**config.mk**
```make
export PLATFORM = sky130hd
export DESIGN_NAME = graph_connectivity_check
export DESIGN_NICKNAME = d
export VERILOG_FILES = /design/src/rtl/core/gcc_pkg.sv /design/src/rtl/core/gcc_edge_cell.sv /design/src/rtl/core/graph_connectivity_check.sv
export SDC_FILE = /design/constraint.sdc
export NUM_CORES = 1
export LEC_CHECK = 0
export BUFFER_PORTS_ARGS = -buffer_cell sky130_fd_sc_hd__clkbuf_2
export CAP_MARGIN = 20
export CELL_PAD_IN_SITES_DETAIL_PLACEMENT = 0
export CELL_PAD_IN_SITES_GLOBAL_PLACEMENT = 1
export CORE_AREA = 2 2 311 313
export DETAILED_ROUTE_END_ITERATION = 6
export DIE_AREA = 0 0 313 315
export PLACE_DENSITY_LB_ADDON = 0.1
export SLEW_MARGIN = 20
export SYNTH_ARGS = -nofsm -noshare
export SYNTH_HDL_FRONTEND = slang
export SYNTH_SLANG_ARGS = --single-unit
```
**constraint.sdc**
```tcl
create_clock -name clk -period 34.2 [get_ports clk]
set_input_delay 6.84 -clock clk [delete_from_list [all_inputs] [get_ports clk]]
set_output_delay 6.84 -clock clk [all_outputs]
set_load 0.02 [all_outputs]
```
**src/rtl/core/gcc_pkg.sv**
```systemverilog
// shared constants and types for the graph connectivity check
package gcc_pkg;

  // sizing of the node set and the edge ring
  localparam int MAX_NODES = 64;
  localparam int MAX_EDGES = 128;

  // fixed field widths of the ports
  localparam int FIELD_W = 6;
  localparam int CFG_W   = 7;

  // derived widths
  localparam int NODE_W     = (MAX_NODES > 1) ? $clog2(MAX_NODES) : 1;
  localparam int COUNT_W    = $clog2(MAX_NODES + 1);
  localparam int EDGE_IDX_W = (MAX_EDGES > 1) ? $clog2(MAX_EDGES) : 1;
  localparam int EDGE_CNT_W = $clog2(MAX_EDGES + 1);
  localparam int RANGE_W    = (FIELD_W > COUNT_W) ? FIELD_W : COUNT_W;
  localparam int CMP_W      = (COUNT_W > CFG_W) ? COUNT_W : CFG_W;

  // one stored edge: end_a in the low half, end_b in the high half
  typedef struct packed {
    logic [FIELD_W-1:0] b;
    logic [FIELD_W-1:0] a;
  } edge_t;

  // controller states
  typedef enum logic [1:0] {
    ST_LOAD,
    ST_SWEEP,
    ST_COUNT,
    ST_DONE
  } state_t;

endpackage

```
**src/rtl/core/gcc_edge_cell.sv**
```systemverilog
// one cell of the edge ring: holds an edge and passes it on when the ring moves
module gcc_edge_cell
  import gcc_pkg::*;
(
  input  logic  clk,
  input  logic  shift,
  input  edge_t d,
  output edge_t q
);

  // edge register, moves one place along the ring on shift
  always_ff @(posedge clk) begin
    if (shift) begin
      q <= d;
    end
  end

endmodule

```
**src/rtl/core/graph_connectivity_check.sv**
```systemverilog
// top level of the graph connectivity check: edge ring, reach sweep and result
//
//   channel  direction  handshake                fields
//   in       to block   in_valid / in_ready      end_a, end_b, last_edge
//   out      from block out_valid / out_ready    connected, reached_count, overflow
//   config   to block   node_count_we            node_count
//
// edges load one per cycle into a ring of MAX_EDGES cells (newest at the front)
// after the last edge the ring rotates in full passes round the ring, one edge
// checked against the reached set per cycle, until a pass adds no node
// in_ready is low from the last edge until the result is in the output register
// the output register frees the input side; a later result waits for it to drain
// synchronous reset: node count 1, no edges, only node 0 reached
module graph_connectivity_check
  import gcc_pkg::*;
(
  input  logic               clk,
  input  logic               rst,
  input  logic               node_count_we,
  input  logic [CFG_W-1:0]   node_count,
  input  logic               in_valid,
  output logic               in_ready,
  input  logic [FIELD_W-1:0] end_a,
  input  logic [FIELD_W-1:0] end_b,
  input  logic               last_edge,
  output logic               out_valid,
  input  logic               out_ready,
  output logic               connected,
  output logic [CFG_W-1:0]   reached_count,
  output logic               overflow
);

  state_t                state;
  state_t                state_next;
  logic [CFG_W-1:0]      node_count_reg;
  logic [EDGE_CNT_W-1:0] edges_held;
  logic                  store_overflowed;
  logic [MAX_NODES-1:0]  reached_set;
  logic [EDGE_IDX_W-1:0] step;
  logic                  grew;
  logic [NODE_W-1:0]     idx;
  logic [COUNT_W-1:0]    count;

  edge_t                 ring_q [MAX_EDGES];
  edge_t                 ring_in;
  edge_t                 head;
  logic                  ring_shift;

  logic                  in_acc;
  logic                  store_full;
  logic                  step_last;
  logic                  idx_last;
  logic                  head_used;
  logic                  head_in_range;
  logic [NODE_W-1:0]     ia;
  logic [NODE_W-1:0]     ib;
  logic                  grow;
  logic                  done_fire;

  // configuration register
  always_ff @(posedge clk) begin
    if (rst) begin
      node_count_reg <= CFG_W'(1);
    end else if (node_count_we) begin
      node_count_reg <= node_count;
    end
  end

  // state register
  always_ff @(posedge clk) begin
    if (rst) begin
      state <= ST_LOAD;
    end else begin
      state <= state_next;
    end
  end

  // next state and handshake
  always_comb begin
    state_next = state;
    in_ready   = 1'b0;
    done_fire  = 1'b0;
    case (state)
      ST_LOAD: begin
        in_ready = 1'b1;
        if (in_valid && last_edge) begin
          state_next = ST_SWEEP;
        end
      end
      ST_SWEEP: begin
        if (step_last && !grew && !grow) begin
          state_next = ST_COUNT;
        end
      end
      ST_COUNT: begin
        if (idx_last) begin
          state_next = ST_DONE;
        end
      end
      ST_DONE: begin
        if (!out_valid || out_ready) begin
          done_fire  = 1'b1;
          state_next = ST_LOAD;
        end
      end
      default: begin
        state_next = ST_LOAD;
      end
    endcase
  end

  assign in_acc     = in_valid && in_ready;
  assign store_full = (edges_held == EDGE_CNT_W'(MAX_EDGES));
  assign step_last  = (step == EDGE_IDX_W'(MAX_EDGES - 1));
  assign idx_last   = (idx == NODE_W'(MAX_NODES - 1));

  // ring of edge cells, closed into a loop while sweeping
  assign head       = ring_q[MAX_EDGES-1];
  assign ring_in    = (state == ST_SWEEP) ? head : edge_t'{b: end_b, a: end_a};
  assign ring_shift = (state == ST_SWEEP) || (in_acc && !store_full);

  gcc_edge_cell u_cell_0 (
    .clk   (clk),
    .shift (ring_shift),
    .d     (ring_in),
    .q     (ring_q[0])
  );

  for (genvar i = 1; i < MAX_EDGES; i++) begin : g_ring
    gcc_edge_cell u_cell (
      .clk   (clk),
      .shift (ring_shift),
      .d     (ring_q[i-1]),
      .q     (ring_q[i])
    );
  end

  // head edge counts only while it is one of the held edges
  assign head_in_range = (RANGE_W'(head.a) < RANGE_W'(MAX_NODES)) &&
                         (RANGE_W'(head.b) < RANGE_W'(MAX_NODES));
  assign head_used     = (state == ST_SWEEP) && head_in_range &&
                         (EDGE_CNT_W'(step) >= (EDGE_CNT_W'(MAX_EDGES) - edges_held));
  assign ia            = NODE_W'(head.a);
  assign ib            = NODE_W'(head.b);
  assign grow          = head_used && (reached_set[ia] != reached_set[ib]);

  // edge count, overflow flag and reached set
  always_ff @(posedge clk) begin
    if (rst) begin
      edges_held       <= '0;
      store_overflowed <= 1'b0;
      reached_set      <= MAX_NODES'(1);
    end else if (done_fire) begin
      edges_held       <= '0;
      store_overflowed <= 1'b0;
      reached_set      <= MAX_NODES'(1);
    end else begin
      if (in_acc) begin
        if (store_full) begin
          store_overflowed <= 1'b1;
        end else begin
          edges_held <= edges_held + EDGE_CNT_W'(1);
        end
      end
      if (grow) begin
        reached_set <= reached_set | (MAX_NODES'(1) << ia) | (MAX_NODES'(1) << ib);
      end
    end
  end

  // pass step counter and growth flag
  always_ff @(posedge clk) begin
    if (rst) begin
      step <= '0;
      grew <= 1'b0;
    end else if (state == ST_SWEEP) begin
      if (step_last) begin
        step <= '0;
        grew <= 1'b0;
      end else begin
        step <= step + EDGE_IDX_W'(1);
        grew <= grew || grow;
      end
    end else begin
      step <= '0;
      grew <= 1'b0;
    end
  end

  // node count, one bit of the reached set per cycle
  always_ff @(posedge clk) begin
    if (rst) begin
      idx   <= '0;
      count <= '0;
    end else if (state == ST_COUNT) begin
      idx   <= idx + NODE_W'(1);
      count <= count + COUNT_W'(reached_set[idx]);
    end else if (state == ST_SWEEP) begin
      idx   <= '0;
      count <= '0;
    end
  end

  // output register
  always_ff @(posedge clk) begin
    if (rst) begin
      out_valid <= 1'b0;
    end else if (done_fire) begin
      out_valid <= 1'b1;
    end else if (out_ready) begin
      out_valid <= 1'b0;
    end
  end

  always_ff @(posedge clk) begin
    if (done_fire) begin
      connected     <= (CMP_W'(count) == CMP_W'(node_count_reg));
      reached_count <= CFG_W'(count);
      overflow      <= store_overflowed;
    end
  end

  // checks
  a_held_bound: assert property (@(posedge clk) disable iff (rst)
    edges_held <= EDGE_CNT_W'(MAX_EDGES))
    else $error("edge count beyond ring size");

  a_root_reached: assert property (@(posedge clk) disable iff (rst)
    reached_set[0])
    else $error("node 0 dropped from reached set");

  a_count_bound: assert property (@(posedge clk) disable iff (rst)
    (state == ST_COUNT) |-> (RANGE_W'(count) <= RANGE_W'(idx)))
    else $error("node count ahead of scan index");

  a_clear_after_result: assert property (@(posedge clk) disable iff (rst)
    done_fire |=> (out_valid && (edges_held == '0) && !store_overflowed &&
                   (state == ST_LOAD)))
    else $error("graph state not cleared after result");

endmodule

```
==> out/results.tsv <==
metric	value	unit
status	finished clean	
final wirelength	75000	microns
FMAX	93.8	MHz
worst flop-to-flop path startpoint	edges_held[0]	
WP data arrival	11.02	ns
RSZ-0062 raised after global routing	no	
PnR Total Power	5120	uW
routed length per instance	19.4	microns
CTS tree	done	
total negative slack	0	ns
drt pass-1 iters	5	
Biggest register	g_ring.u_cell.q	
xor and xnor area share after synthesis	0.00478	
commonest non-fill, non-tap cell in the layout	edfxtp_1	
number of post-CTS setup repair buffers	0	
M3 GR Usage	0.0333	
Adder-Cell Fraction of Synth Area	0.00401	
Peak VDD IR	76.3	uV
Vias/cell	5.39	
Post-Syn Nets	2352	
core area	95700	sq um
Finished Cell Area	59800	sq um
met1 usage	0.250	
Cell variety after synth	52	
CP max-delay cell	buf_4	
PortBufs	35	
EDFF count, synth	1545	
Final Critical Period	10.66	ns
mux cell area share after synthesis	0.0243	
ratio of cells with drive above 1 in the final layout	0.127	
nets	2507	
prevailing post-synth register cell	edfxtp_1	
register area share after synthesis	0.913	
CP peak stage delay	0.92	ns
startpoint type of the worst setup path	primary input	
H-tree levels	4	
initial antenna violation count	0	
Hold Path Sink	g_ring[72].u_cell.q[1]	
Max-Cap Viols	0	
DP HPWL	37300	microns
Pwr Density	85.5	nW/um^2
met2 global-route usage	0.201	
Period Utilization, post-route	0.312	
R2R depth	9	
Post-Synth Simple-Gate Area	0.0233	
Slew headroom	0.203	
endpoints failing setup	0	
HP Class	reg2reg	
hold_sp	g_ring[71].u_cell.q[1]	
R2R Path End	g_ring[16].u_cell.q[10]	
clock-pin slew on the worst setup and hold paths	0.06	ns
worst slack, placed	22.41	ns
Largest register FFs	1524	
commonest non-fill, non-tap cells in the layout	edfxtp_1 (1,545), clkbuf_16 (164), nor2_1 (117), dfxtp_1 (104), o22ai_1 (69)	
Total GRT Usage	0.153	
DP Area	54700	sq um
synthesized area	53100	sq um
biggest registers after layout	g_ring.u_cell.q (1524), reached_set (64), u_cell_0.q (12)	
crit-path cells	clkbuf_2 -> nand2_1 -> nor2_1 -> or2_4 -> buf_4 -> buf_4 -> buf_6	
Resized cells post-CTS	0	
drc violations	0	
Top Ports	36	
first-pass GRT wire length	117000	microns
Critical Path End Type	flop	
Worst Path Max Fanout	96	
GR peak layer	met1	
Yosys warnings	0	
Worst-Margin Slew	1.19	ns
syn_area_per_cell	23.0	sq um
post-synthesis compound-gate area fraction	0.0232	
post-synthesis cell count	2310	
Worst EP required	34.55	ns
number of routed nets with antenna violations	0	
die height	315	microns
clk buf depth	3	
Die X	313	microns
post-synthesis async set-or-reset flop share	0	
Worst R2R Setup Slack	28.77	ns
initial core utilization	0.555	
most frequent CP cell	buf_4	
largest family of logic cells by synthesized area	multiplexers	
vias	20900	
routability cong.	0.862	
Static Leakage	0.0172	uW
Setup Skew	0.0208	ns
Yosys reg bits	1649	
Slew Limit Fails	0	
final setup margin	23.54	ns
crit path kind	in2reg	
vias in the first global route	20300	
largest net degree at the start of global routing	217	
DIE AREA	98600	sq um
Layout fillers	6426	
cts hold-fix bufs	0	
drt initial violations	2110	
GRT Residual Overflow	0	
Root Driver	clkbuf_16	
Worst Hold Depth	0	
insertion delay to the later sink of the worst-skew pair	0.73	ns
Site Rows	114	
Layout area overhead	12.7	%
clk sinks	1649	
cts bufs inserted	160	
endpoints failing hold	0	
logic make-up (layout without fill, tap and decap cells):
kind of cell / after synthesis / in the layout
adder cells (fa/ha/maj): 17 / 17
AND/OR/NAND/NOR: 269 / 269
XOR/XNOR: 29 / 29
flip-flops: 1649 / 1649
AO/OA/AOI/OAI: 191 / 191
multiplexers: 76 / 76
buffers and inverters: 79 / 364
other: 0 / 1
synth_stat cells (all sizes together) (2+ instances only):
| library cell | n | area, sq um |
|---|---|---|
| nand2b | 19 | 119 |
| nand3b | 2 | 15.0 |
| ha | 17 | 213 |
| or3 | 3 | 18.8 |
| nor4 | 5 | 31.3 |
| mux2i | 24 | 240 |
| o221ai | 7 | 61.3 |
| and3 | 5 | 31.3 |
| a21oi | 13 | 65.1 |
| o22ai | 69 | 432 |
| o32ai | 2 | 17.5 |
| a22oi | 5 | 37.5 |
| nand2 | 48 | 183 |
| nand4 | 10 | 62.6 |
| a21o | 3 | 22.5 |
| a211oi | 3 | 22.5 |
| dfxtp | 104 | 2080 |
| a211o | 2 | 17.5 |
| clkbuf | 40 | 150 |
| mux2 | 12 | 135 |
| xnor2 | 10 | 87.6 |
| nor3b | 2 | 15.0 |
| nor2 | 118 | 443 |
| nand3 | 24 | 120 |
| or2 | 7 | 43.8 |
| a31oi | 66 | 413 |
| o21ai | 10 | 50.1 |
| xor2 | 19 | 166 |
| nor3 | 10 | 50.1 |
| nor2b | 13 | 81.3 |
| o211ai | 2 | 15.0 |
| a22o | 2 | 17.5 |
| buf | 26 | 191 |
| edfxtp | 1545 | 46400 |
| mux4 | 40 | 916 |
| inv | 13 | 48.8 |
report_power, final:
part,internal [uW],switching (uW)
Clock,968,699
Combinational,45.3,353
Sequential,2920,135
metrics by stage:
step	hold slack (ns)	util	cells
floorplan	0.400	-	2310
global placement	0.401	0.572	3578
detailed placement	0.405	0.572	3578
CTS	0.389	0.625	3870
global route	0.405	0.625	3871
finish	0.397	0.625	3872
worst max-delay path: cells and delay by family:
kind	cells	cell delay (ns)
and+or+nand+nor	3	1.33
buffers and inverters	4	2.62
worst max path at each step:
stage / from / cells after the start / slack (ns) / endpoint
after detailed placement: in_valid / 7 / 22.41 / g_ring[22].u_cell.q[10]
after CTS: in_valid / 7 / 23.27 / g_ring[31].u_cell.q[8]
after floorplan: in_valid / 3 / 7.39 / g_ring[100].u_cell.q[0]
after global placement: in_valid / 7 / 22.59 / g_ring[23].u_cell.q[10]
after global routing: in_valid / 7 / 23.18 / g_ring[26].u_cell.q[8]
final: in_valid / 7 / 23.54 / g_ring[16].u_cell.q[10]
metal layers:
metal	share of wire	vias up	routed length [microns]
met5	0	-	0
met4	0.025	0	1850
met3	0.045	149	3350
met2	0.42	443	31700
met1	0.51	10700	38100
li1	-	9560	-
layout make-up:
cell class              instances  area (sq um)  area share
diodes                          1          2.50   0.0000418
clock buffers                 214          4330      0.0724
clock inverters                78           709      0.0119
inverters                      13          48.8    0.000816
multi-input cells             582          4240      0.0708
flip-flops and latches       1649         48500       0.810
well taps                    1276          1600      0.0267
repair buffers                 59           424     0.00709
No activity file was read; power rests on OpenSTA's default activity.
